## src/fmdp_pkg.sv

```systemverilog
// Package for the FIX market data parser: widths, byte codes, result kinds,
// parser phases and the queue entry type. Depends on nothing.
package fmdp_pkg;

	localparam int FRAC_DIGITS = 5;
	localparam int PRICE_W = 48;
	localparam int QTY_W = 32;
	localparam int ACC_W = (PRICE_W > QTY_W) ? PRICE_W : QTY_W;
	localparam int MAC_W = ACC_W + 4;
	localparam int TAG_W = 10;
	localparam int FRAC_W = 4;
	localparam int QUEUE_DEPTH = 4;
	localparam int QPTR_W = $clog2(QUEUE_DEPTH);

	localparam logic [7:0] SOH_BYTE = 8'h01;
	localparam logic [7:0] EQ_BYTE = 8'h3D;
	localparam logic [7:0] POINT_BYTE = 8'h2E;
	localparam logic [7:0] TYPE_BID = 8'h30;
	localparam logic [7:0] TYPE_ASK = 8'h31;

	localparam logic [TAG_W-1:0] TAG_ENTRY_TYPE = TAG_W'(269);
	localparam logic [TAG_W-1:0] TAG_PRICE = TAG_W'(270);
	localparam logic [TAG_W-1:0] TAG_QUANTITY = TAG_W'(271);
	localparam logic [TAG_W-1:0] TAG_TRAILER = TAG_W'(10);
	localparam logic [TAG_W-1:0] TAG_MAX = '1;

	typedef enum logic [2:0] {
		KIND_BID,
		KIND_ASK,
		KIND_COMPLETE,
		KIND_ERROR,
		KIND_UNTERMINATED
	} kind_t;

	typedef enum logic [2:0] {
		PH_START,
		PH_TAG,
		PH_VALUE,
		PH_ERROR,
		PH_DONE
	} phase_t;

	typedef struct packed {
		logic upd_valid;
		logic upd_ask;
		logic [PRICE_W-1:0] raw_price;
		logic [FRAC_W-1:0] frac_count;
		logic [QTY_W-1:0] quantity;
		logic rpt_valid;
		kind_t rpt_kind;
	} event_t;

	function automatic logic [63:0] pow10(input logic [FRAC_W-1:0] n);
		logic [63:0] r;
		case (n)
			4'd0: r = 64'd1;
			4'd1: r = 64'd10;
			4'd2: r = 64'd100;
			4'd3: r = 64'd1000;
			4'd4: r = 64'd10000;
			4'd5: r = 64'd100000;
			4'd6: r = 64'd1000000;
			4'd7: r = 64'd10000000;
			4'd8: r = 64'd100000000;
			default: r = 64'd1;
		endcase
		return r;
	endfunction

	localparam int POW_W = $clog2(pow10(FRAC_W'(FRAC_DIGITS)) + 64'd1);

endpackage

```

## src/fmdp_if.sv

```systemverilog
// Valid/ready channel interfaces for message bytes and parser results.
// Depends on fmdp_pkg.
interface fmdp_in_if;
	import fmdp_pkg::*;
	logic valid;
	logic ready;
	logic [7:0] data_byte;
	logic message_end;
	modport source(output valid, data_byte, message_end, input ready);
	modport sink(input valid, data_byte, message_end, output ready);
endinterface

interface fmdp_out_if;
	import fmdp_pkg::*;
	logic valid;
	logic ready;
	kind_t kind;
	logic [PRICE_W-1:0] price;
	logic [QTY_W-1:0] quantity;
	logic last;
	modport source(output valid, kind, price, quantity, last, input ready);
	modport sink(input valid, kind, price, quantity, last, output ready);
endinterface

```

## src/fmdp_front.sv

```systemverilog
// Front end: accepts message bytes, runs the tag=value parser and builds one
// queue entry for every byte that causes results. Depends on fmdp_pkg.
module fmdp_front (
	input  logic clk,
	input  logic arst_n,
	fmdp_in_if.sink msg,
	input  logic q_full,
	output logic ev_push,
	output fmdp_pkg::event_t ev
);
	import fmdp_pkg::*;

	phase_t phase_q, phase_d;
	logic [TAG_W-1:0] tag_q, tag_d;
	logic [ACC_W-1:0] acc_q, acc_d;
	logic [FRAC_W-1:0] frac_q, frac_d;
	logic seen_q, seen_d;
	logic stopped_q, stopped_d;
	logic [7:0] first_q, first_d;
	logic [7:0] entry_q, entry_d;
	logic [PRICE_W-1:0] hprice_q, hprice_d;
	logic [FRAC_W-1:0] hfrac_q, hfrac_d;
	logic [QTY_W-1:0] hqty_q, hqty_d;
	logic hasp_q, hasp_d;
	logic hasq_q, hasq_d;

	logic take;
	logic [7:0] b;
	logic digit;
	logic [3:0] dval;
	logic [TAG_W+3:0] tag_mac;
	logic [TAG_W-1:0] tag_next;
	logic [MAC_W-1:0] num_max;
	logic [MAC_W-1:0] mac;
	logic [ACC_W-1:0] sat_val;
	logic commit;
	logic [PRICE_W-1:0] c_price;
	logic [FRAC_W-1:0] c_frac;
	logic [QTY_W-1:0] c_qty;

	assign msg.ready = !q_full;
	assign take = msg.valid && msg.ready;
	assign b = msg.data_byte;
	assign digit = b inside {[8'h30:8'h39]};
	assign dval = b[3:0];

	assign tag_mac = ({4'b0, tag_q} << 3) + ({4'b0, tag_q} << 1) + (TAG_W+4)'(dval);
	assign tag_next = (tag_mac > (TAG_W+4)'(TAG_MAX)) ? TAG_MAX : tag_mac[TAG_W-1:0];

	assign num_max = (tag_q == TAG_PRICE) ? MAC_W'({PRICE_W{1'b1}}) : MAC_W'({QTY_W{1'b1}});
	assign mac = ({4'b0, acc_q} << 3) + ({4'b0, acc_q} << 1) + MAC_W'(dval);
	assign sat_val = (mac > num_max) ? num_max[ACC_W-1:0] : mac[ACC_W-1:0];

	always_comb begin
		phase_d = phase_q;
		tag_d = tag_q;
		acc_d = acc_q;
		frac_d = frac_q;
		seen_d = seen_q;
		stopped_d = stopped_q;
		first_d = first_q;
		entry_d = entry_q;
		hprice_d = hprice_q;
		hfrac_d = hfrac_q;
		hqty_d = hqty_q;
		hasp_d = hasp_q;
		hasq_d = hasq_q;
		commit = 1'b0;
		c_price = hprice_q;
		c_frac = hfrac_q;
		c_qty = hqty_q;
		ev = '0;
		ev.rpt_kind = KIND_UNTERMINATED;

		case (phase_q)
			PH_START, PH_TAG: begin
				if (digit) begin
					tag_d = tag_next;
					phase_d = PH_TAG;
				end else if (b == EQ_BYTE && phase_q == PH_TAG) begin
					acc_d = '0;
					frac_d = '0;
					seen_d = 1'b0;
					stopped_d = 1'b0;
					first_d = '0;
					phase_d = PH_VALUE;
				end else begin
					phase_d = PH_ERROR;
				end
			end
			PH_VALUE: begin
				if (b == SOH_BYTE) begin
					case (tag_q)
						TAG_ENTRY_TYPE: begin
							entry_d = first_q;
							hasp_d = 1'b0;
							hasq_d = 1'b0;
						end
						TAG_PRICE: begin
							hprice_d = acc_q[PRICE_W-1:0];
							hfrac_d = frac_q;
							hasp_d = 1'b1;
							c_price = acc_q[PRICE_W-1:0];
							c_frac = frac_q;
							commit = hasq_q;
						end
						TAG_QUANTITY: begin
							hqty_d = acc_q[QTY_W-1:0];
							hasq_d = 1'b1;
							c_qty = acc_q[QTY_W-1:0];
							commit = hasp_q;
						end
						default: begin
						end
					endcase
					if (commit) begin
						ev.upd_valid = (entry_q == TYPE_BID) || (entry_q == TYPE_ASK);
						ev.upd_ask = (entry_q == TYPE_ASK);
						ev.raw_price = c_price;
						ev.frac_count = c_frac;
						ev.quantity = c_qty;
						entry_d = '0;
						hprice_d = '0;
						hfrac_d = '0;
						hqty_d = '0;
						hasp_d = 1'b0;
						hasq_d = 1'b0;
					end
					phase_d = (tag_q == TAG_TRAILER) ? PH_DONE : PH_START;
					tag_d = '0;
					acc_d = '0;
					frac_d = '0;
					seen_d = 1'b0;
					stopped_d = 1'b0;
					first_d = '0;
				end else begin
					case (tag_q)
						TAG_ENTRY_TYPE: begin
							if (acc_q == '0) begin
								first_d = b;
								acc_d = ACC_W'(1);
							end
						end
						TAG_PRICE: begin
							if (!stopped_q) begin
								if (digit) begin
									if (!seen_q) begin
										acc_d = sat_val;
									end else if (frac_q < FRAC_W'(FRAC_DIGITS)) begin
										acc_d = sat_val;
										frac_d = frac_q + FRAC_W'(1);
									end
								end else if (b == POINT_BYTE && !seen_q) begin
									seen_d = 1'b1;
								end else begin
									stopped_d = 1'b1;
								end
							end
						end
						TAG_QUANTITY: begin
							if (!stopped_q) begin
								if (digit) begin
									acc_d = sat_val;
								end else begin
									stopped_d = 1'b1;
								end
							end
						end
						default: begin
						end
					endcase
				end
			end
			PH_DONE: begin
			end
			default: begin
				phase_d = PH_ERROR;
			end
		endcase

		if (msg.message_end) begin
			ev.rpt_valid = 1'b1;
			if (phase_d == PH_DONE) begin
				ev.rpt_kind = KIND_COMPLETE;
			end else if (phase_d == PH_ERROR) begin
				ev.rpt_kind = KIND_ERROR;
			end else begin
				ev.rpt_kind = KIND_UNTERMINATED;
			end
			phase_d = PH_START;
			tag_d = '0;
			acc_d = '0;
			frac_d = '0;
			seen_d = 1'b0;
			stopped_d = 1'b0;
			first_d = '0;
			entry_d = '0;
			hprice_d = '0;
			hfrac_d = '0;
			hqty_d = '0;
			hasp_d = 1'b0;
			hasq_d = 1'b0;
		end
	end

	assign ev_push = take && (ev.upd_valid || ev.rpt_valid);

	always_ff @(posedge clk or negedge arst_n) begin
		if (!arst_n) begin
			phase_q <= PH_START;
		end else if (take) begin
			phase_q <= phase_d;
		end
	end

	always_ff @(posedge clk or negedge arst_n) begin
		if (!arst_n) begin
			tag_q <= '0;
			acc_q <= '0;
			frac_q <= '0;
			seen_q <= 1'b0;
			stopped_q <= 1'b0;
			first_q <= '0;
			entry_q <= '0;
			hprice_q <= '0;
			hfrac_q <= '0;
			hqty_q <= '0;
			hasp_q <= 1'b0;
			hasq_q <= 1'b0;
		end else if (take) begin
			tag_q <= tag_d;
			acc_q <= acc_d;
			frac_q <= frac_d;
			seen_q <= seen_d;
			stopped_q <= stopped_d;
			first_q <= first_d;
			entry_q <= entry_d;
			hprice_q <= hprice_d;
			hfrac_q <= hfrac_d;
			hqty_q <= hqty_d;
			hasp_q <= hasp_d;
			hasq_q <= hasq_d;
		end
	end

endmodule

```

## src/fmdp_queue.sv

```systemverilog
// Short queue of parser events between the front end and the result stage.
// Depends on fmdp_pkg.
module fmdp_queue (
	input  logic clk,
	input  logic arst_n,
	input  logic push,
	input  fmdp_pkg::event_t push_ev,
	output logic full,
	input  logic pop,
	output logic head_valid,
	output fmdp_pkg::event_t head_ev
);
	import fmdp_pkg::*;

	event_t entries_q [QUEUE_DEPTH];
	logic [QPTR_W-1:0] wr_ptr_q;
	logic [QPTR_W-1:0] rd_ptr_q;
	logic [QPTR_W:0] count_q;
	logic do_push;
	logic do_pop;

	assign full = (count_q == (QPTR_W+1)'(QUEUE_DEPTH));
	assign head_valid = (count_q != '0);
	assign head_ev = entries_q[rd_ptr_q];
	assign do_push = push && !full;
	assign do_pop = pop && head_valid;

	always_ff @(posedge clk) begin
		if (do_push) begin
			entries_q[wr_ptr_q] <= push_ev;
		end
	end

	always_ff @(posedge clk or negedge arst_n) begin
		if (!arst_n) begin
			wr_ptr_q <= '0;
			rd_ptr_q <= '0;
			count_q <= '0;
		end else begin
			if (do_push) begin
				wr_ptr_q <= wr_ptr_q + QPTR_W'(1);
			end
			if (do_pop) begin
				rd_ptr_q <= rd_ptr_q + QPTR_W'(1);
			end
			case ({do_push, do_pop})
				2'b10: count_q <= count_q + (QPTR_W+1)'(1);
				2'b01: count_q <= count_q - (QPTR_W+1)'(1);
				default: count_q <= count_q;
			endcase
		end
	end

endmodule

```

## src/fmdp_back.sv

```systemverilog
// Result stage: takes queued events, scales held prices to fixed point with
// saturation and issues one result per transfer. Depends on fmdp_pkg.
module fmdp_back (
	input  logic clk,
	input  logic arst_n,
	input  logic head_valid,
	input  fmdp_pkg::event_t head_ev,
	output logic pop,
	fmdp_out_if.source result
);
	import fmdp_pkg::*;

	logic valid_q;
	kind_t kind_q;
	logic [PRICE_W-1:0] price_q;
	logic [QTY_W-1:0] qty_q;
	logic last_q;
	logic half_q;

	logic load;
	logic emit_upd;
	logic [FRAC_W-1:0] shift;
	logic [POW_W-1:0] scale;
	logic [PRICE_W+POW_W-1:0] product;
	logic [PRICE_W-1:0] scaled;

	assign shift = FRAC_W'(FRAC_DIGITS) - head_ev.frac_count;
	assign scale = POW_W'(pow10(shift));
	assign product = (PRICE_W+POW_W)'(head_ev.raw_price) * (PRICE_W+POW_W)'(scale);
	assign scaled = (|product[PRICE_W+POW_W-1:PRICE_W]) ? '1 : product[PRICE_W-1:0];

	assign load = head_valid && (!valid_q || result.ready);
	assign emit_upd = head_ev.upd_valid && !half_q;
	assign pop = load && !(emit_upd && head_ev.rpt_valid);

	always_ff @(posedge clk or negedge arst_n) begin
		if (!arst_n) begin
			valid_q <= 1'b0;
			half_q <= 1'b0;
		end else begin
			if (load) begin
				valid_q <= 1'b1;
				half_q <= !pop;
			end else if (result.ready) begin
				valid_q <= 1'b0;
			end
		end
	end

	always_ff @(posedge clk) begin
		if (load) begin
			if (emit_upd) begin
				kind_q <= head_ev.upd_ask ? KIND_ASK : KIND_BID;
				price_q <= scaled;
				qty_q <= head_ev.quantity;
				last_q <= !head_ev.rpt_valid;
			end else begin
				kind_q <= head_ev.rpt_kind;
				price_q <= '0;
				qty_q <= '0;
				last_q <= 1'b1;
			end
		end
	end

	assign result.valid = valid_q;
	assign result.kind = kind_q;
	assign result.price = price_q;
	assign result.quantity = qty_q;
	assign result.last = last_q;

endmodule

```

## src/fix_market_data_parser_top.sv

```systemverilog
// Top level of the FIX market data parser: front end, event queue and
// result stage. Depends on fmdp_pkg, fmdp_if, fmdp_front, fmdp_queue, fmdp_back.
//
// Channel  Role    Payload
// msg      sink    data_byte[7:0], message_end
// result   source  kind[2:0], price[47:0], quantity[31:0], last
//
// One byte is accepted per cycle while the four-entry event queue has room.
// A result is registered first in the event queue and then, through the price
// scaling multiplier, in the output register.
// A byte that both completes an update and ends a message yields two results,
// issued one after the other from one queue entry.
// Reset returns the parser to the start of a message and empties the queue.
module fix_market_data_parser_top (
	input  logic clk,
	input  logic arst_n,
	fmdp_in_if.sink msg,
	fmdp_out_if.source result
);
	import fmdp_pkg::*;

	event_t ev;
	event_t head_ev;
	logic ev_push;
	logic q_full;
	logic head_valid;
	logic pop;

	fmdp_front u_front (
		.clk(clk),
		.arst_n(arst_n),
		.msg(msg),
		.q_full(q_full),
		.ev_push(ev_push),
		.ev(ev)
	);

	fmdp_queue u_queue (
		.clk(clk),
		.arst_n(arst_n),
		.push(ev_push),
		.push_ev(ev),
		.full(q_full),
		.pop(pop),
		.head_valid(head_valid),
		.head_ev(head_ev)
	);

	fmdp_back u_back (
		.clk(clk),
		.arst_n(arst_n),
		.head_valid(head_valid),
		.head_ev(head_ev),
		.pop(pop),
		.result(result)
	);

	a_no_push_when_full: assert property (@(posedge clk) disable iff (!arst_n)
		ev_push |-> !q_full)
		else $error("event pushed into a full queue");

	a_end_makes_report: assert property (@(posedge clk) disable iff (!arst_n)
		(msg.valid && msg.ready && msg.message_end) |-> (ev_push && ev.rpt_valid))
		else $error("message end without a report event");

	a_not_last_is_update: assert property (@(posedge clk) disable iff (!arst_n)
		(result.valid && !result.last) |-> (result.kind == KIND_BID || result.kind == KIND_ASK))
		else $error("non-final result is not an update");

	a_report_is_empty: assert property (@(posedge clk) disable iff (!arst_n)
		(result.valid && result.kind != KIND_BID && result.kind != KIND_ASK)
		|-> (result.price == '0 && result.quantity == '0 && result.last))
		else $error("report result carries payload or is not final");

endmodule
```

## src/flat_wrapper.sv

```systemverilog
// flat-port wrapper written by rule: the top's interface ports become plain ports
module fix_market_data_parser_top_flat import fmdp_pkg::*;
  (clk, arst_n, msg_valid, msg_data_byte, msg_message_end, msg_ready, result_valid, result_kind, result_price, result_quantity, result_last, result_ready);
  fmdp_in_if msg_i ();
  fmdp_out_if result_i ();
  input  logic clk;
  input  logic arst_n;
  input wire logic [$bits(msg_i.valid)-1:0] msg_valid;
  input wire logic [$bits(msg_i.data_byte)-1:0] msg_data_byte;
  input wire logic [$bits(msg_i.message_end)-1:0] msg_message_end;
  output wire logic [$bits(msg_i.ready)-1:0] msg_ready;
  output wire logic [$bits(result_i.valid)-1:0] result_valid;
  output wire logic [$bits(result_i.kind)-1:0] result_kind;
  output wire logic [$bits(result_i.price)-1:0] result_price;
  output wire logic [$bits(result_i.quantity)-1:0] result_quantity;
  output wire logic [$bits(result_i.last)-1:0] result_last;
  input wire logic [$bits(result_i.ready)-1:0] result_ready;
  assign msg_i.valid = msg_valid;
  assign msg_i.data_byte = msg_data_byte;
  assign msg_i.message_end = msg_message_end;
  assign msg_ready = msg_i.ready;
  assign result_valid = result_i.valid;
  assign result_kind = result_i.kind;
  assign result_price = result_i.price;
  assign result_quantity = result_i.quantity;
  assign result_last = result_i.last;
  assign result_i.ready = result_ready;
  fix_market_data_parser_top u_core (.clk(clk), .arst_n(arst_n), .msg(msg_i), .result(result_i));
endmodule
```

## config.mk

```make
export PLATFORM = sky130hd
export DESIGN_NAME = fix_market_data_parser_top_flat
export DESIGN_NICKNAME = d
export VERILOG_FILES = /design/src/fmdp_pkg.sv /design/src/fmdp_if.sv /design/src/fmdp_front.sv /design/src/fmdp_queue.sv /design/src/fmdp_back.sv /design/src/fix_market_data_parser_top.sv /design/src/flat_wrapper.sv
export SDC_FILE = /design/constraint.sdc
export NUM_CORES = 2
export LEC_CHECK = 0
export BUFFER_PORTS_ARGS = -buffer_cell sky130_fd_sc_hd__clkbuf_2
export CAP_MARGIN = 20
export CORE_MARGIN = 2
export CORE_UTILIZATION = 42
export CTS_BUF_LIST = sky130_fd_sc_hd__clkbuf_16
export DETAILED_ROUTE_END_ITERATION = 6
export GPL_ROUTABILITY_DRIVEN = 0
export MAX_ROUTING_LAYER = met4
export SYNTH_ARGS = -nofsm -noshare
export SYNTH_HDL_FRONTEND = slang
export SYNTH_HIERARCHICAL = 1
export SYNTH_SLANG_ARGS = --single-unit
```

## constraint.sdc

```tcl
create_clock -name clk -period 24.3 [get_ports clk]
set_input_delay 7.29 -clock clk [delete_from_list [all_inputs] [get_ports clk]]
set_output_delay 7.29 -clock clk [all_outputs]
set_load 0.02 [all_outputs]
```

==> run_results.csv <==
group,metric,value,unit
clock_tree,postCtsSetupRepairBufs,0,
layout,diodes,0,
place,io_buffer_count,98,
setup_path,path_max_fanout,32,
clock_tree,insertion_delay,660,ps
floorplan,die_area,136000,sq um
route,via_per_inst,5.52,
setup_path,cpPeakStageDelay,600,ps
global_routing,grt_use_total,0.231,
timing,rsz0062_at_grt,"no",
timing,fin_crit,13410,ps
floorplan,start_util,0.423,
synthesis,ys_seq_area_frac,0.319,
layout,area_delta_synth_final,7.63,%
synthesis,synth_top_area_cell,"edfxtp_1",
timing,slew_headroom,0.246,
clock_tree,clkSinkCount,622,
setup_path,crit_arrival,13940,ps
setup_path,critPathSlowestCell,"fa_1",
setup_path,crit_family,"compound AO/OA/AOI/OAI gates",
floorplan,core_area,132000,sq um
timing,clock_skew,39.0,ps
clock_tree,cts_tree,"done",
clock_tree,htreeDepth,3,
synthesis,synth-async-reset-ratio,0.286,
synthesis,synth-edff-count,444,
clock_tree,clk_pin_slew,50,ps
synthesis,syn-num-nets,6363,
synthesis,ys_ff_latch,622,
clock_tree,cts_hold_buffers,0,
route,first_iter_violations,2750,
clock_tree,ctsResizeCount,0,
setup_path,worstPathRequired,24820,ps
synthesis,synthFlopType,"edfxtp_1",
floorplan,ios,99,
setup_path,cp.depth,24,
route,via_count,39300,
min_path,hold_class,"flop to flop",
min_path,whs_path_depth,2,
setup_path,crit_path_end_kind,"flop",
synthesis,syn_avg_cell_area,10.4,sq um
route,drc,0,
flow_run,maxCapViolations,0,
timing,fmax,0.0745,GHz
setup_path,cp_num_buf_inv,3,
setup_path,crit_path_start_kind,"input pin",
setup_path,path_cells,"clkbuf_2, fa_1, inv_1, fa_1, nand2b_1, a21oi_1, o211ai_1, a311oi_1, nor2_1, nor3_1, o21a_1, a31oi_1, xnor2_1, ha_1, and4_1, and4_1, o211a_1, a2111o_1, a221o_1, a2111oi_1, o21ai_4, buf_4, nand2b_1, a22o_1",
layout,drive_gt1_frac,0.0833,
global_routing,antenna_found_initial,2,
synthesis,syn_area,55700,sq um
place,dpl.hpwl,104000,um
synthesis,synth.distinct_cells,92,
floorplan,die_x,368,um
timing,final-max-slew-violation-count,0,
timing,finalSetupViolCount,0,
floorplan,rows,133,
global_routing,grt_pass1_wl,238000,um
timing,tightest_slew,1120,ps
run_status,status,"finished clean",
synthesis,yosysWarnings,6,
layout,final_common_cell,"nand2_1",
setup_path,reg2regPathDepth,29,
global_routing,gr-total-overflow,0,
route,routed_wl,149000,um
setup_path,setup.worst_path.class,"input pin to flop",
route,drt_pass1_iterations,7,
global_routing,grt_max_degree,71,
global_routing,grt_pass1_vias,41000,
timing,period_share,0.552,
clock_tree,root_buffer,"clkbuf_16",
timing,hold_viol,0,
clock_tree,clock_path_buffers,3,
synthesis,yosysTopAreaCellShare,0.239,
timing,setup-tns-final,0,ps
layout,mostFrequentLayoutCells,"nand2_1 (821), inv_1 (797), fa_1 (646), edfxtp_1 (444), and2_1 (346)",
route,ant_nets,0,
layout,nNetsFinal,6296,
synthesis,netlist_instances,5376,
floorplan,die_h,368,um
route,wire_per_inst,21.0,um
synthesis,synth_area_leaders,"edfxtp_1 (24%), fa_1 (23%), dfrtp_1 (8.0%), ha_1 (7.4%), nand2_1 (5.5%)",
clock_tree,cts_made_buffers,69,
-- through the flow --
stage	cell area (sq um)	utilization	worst slack, ps	hold WS, ps	instances
after global routing	60000	0.456	10470	496	7119
after CTS	59900	0.455	10990	479	7117
after floorplan	55700	-	11850	445	5376
final	60000	0.456	10890	482	7119
after detailed placement	57700	0.439	10310	466	6991
after global placement	57700	0.439	10450	460	6990
-- state kept, by name, summed over array words and instances, names as in the netlist, 8 cells and up --
signal	flops
u_core/u_front/acc_q	48
u_core/u_front/hqty_q	32
u_core/u_front/entry_q	8
u_core/u_front/first_q	8
u_core/u_back/result.price	48
u_core/u_queue/entries_q	360
u_core/u_front/hprice_q	48
u_core/u_back/result.quantity	32
u_core/u_front/tag_q	10
-- cell type report --
class | instances | area (sq um)
Tap cell | 1755 | 2200
Sequential cell | 622 | 17800
Timing Repair Buffer | 151 | 922
Clock buffer | 70 | 1750
Clock inverter | 56 | 448
Inverter | 786 | 2950
Multi-Input combinational cell | 3679 | 33900
Fill cell | 12300 | 71700
-- cells by family after synthesis --
kind of cell	after synthesis	share of synthesized area
simple gates	1711	0.146
buf+inv	1075	0.0761
xor+xnor	105	0.0165
compound gates	789	0.0978
fa+ha+maj	974	0.306
mux	100	0.0382
flops	622	0.319
-- cells in the mapped netlist (37+ instances only) --
| cell type | count |
|---|---|
| edfxtp_1 | 444 |
| dfrtp_1 | 178 |
| xor2_1 | 41 |
| nor2_1 | 190 |
| and2_1 | 350 |
| nor3_1 | 37 |
| xnor2_1 | 64 |
| clkbuf_1 | 224 |
| a22o_1 | 97 |
| nand4_1 | 38 |
| o21ai_0 | 126 |
| inv_1 | 786 |
| nand3_1 | 48 |
| fa_1 | 646 |
| nand2_1 | 822 |
| a21oi_1 | 260 |
| and3_1 | 70 |
| a21o_1 | 40 |
| ha_1 | 328 |
| mux4_2 | 90 |
| buf_2 | 39 |
| nor2b_1 | 61 |
-- routing by layer --
metal	global-route usage	part of all wire	vias up
li1	-	-	17600
met5	-	0	-
met1	0.302	0.43	20000
met2	0.361	0.46	1411
met4	0.0858	0.042	0
met3	0.0421	0.070	301
-- tightest hold or removal path: cells and delay by family, from the launching register on --
kind	cells	cell delay [ps]
flops	1	340
simple gates	1	50
compound gates	1	60
-- path summary, 6_finish.rpt --
| kind | from | endpoint | slack (ps) |
|---|---|---|---|
| worst max-delay path | msg_data_byte[3] | u_core/u_front/acc_q[4]$_DFFE_PN0P_ | 10890 |
| worst min-delay path | u_core/u_front/first_q[2]$_DFFE_PN0P_ | u_core/u_front/first_q[2]$_DFFE_PN0P_ | 480 |
| worst max register to register | u_core/u_queue/rd_ptr_q[0]$_DFFE_PN0P_ | u_core/u_back/result.price[14]$_SDFFCE_PN0P_ | 12970 |
| min in group asynchronous | arst_n | u_core/u_front/hqty_q[27]$_DFFE_PN0P_ | 6600 |
| max in group asynchronous | arst_n | u_core/u_queue/rd_ptr_q[0]$_DFFE_PN0P_ | 16260 |
| worst min register to register | u_core/u_front/first_q[2]$_DFFE_PN0P_ | u_core/u_front/first_q[2]$_DFFE_PN0P_ | 480 |
Power is left out: the tool's default activity adds up to more than one toggle a clock period on the data nets, which glitch-free logic cannot reach.
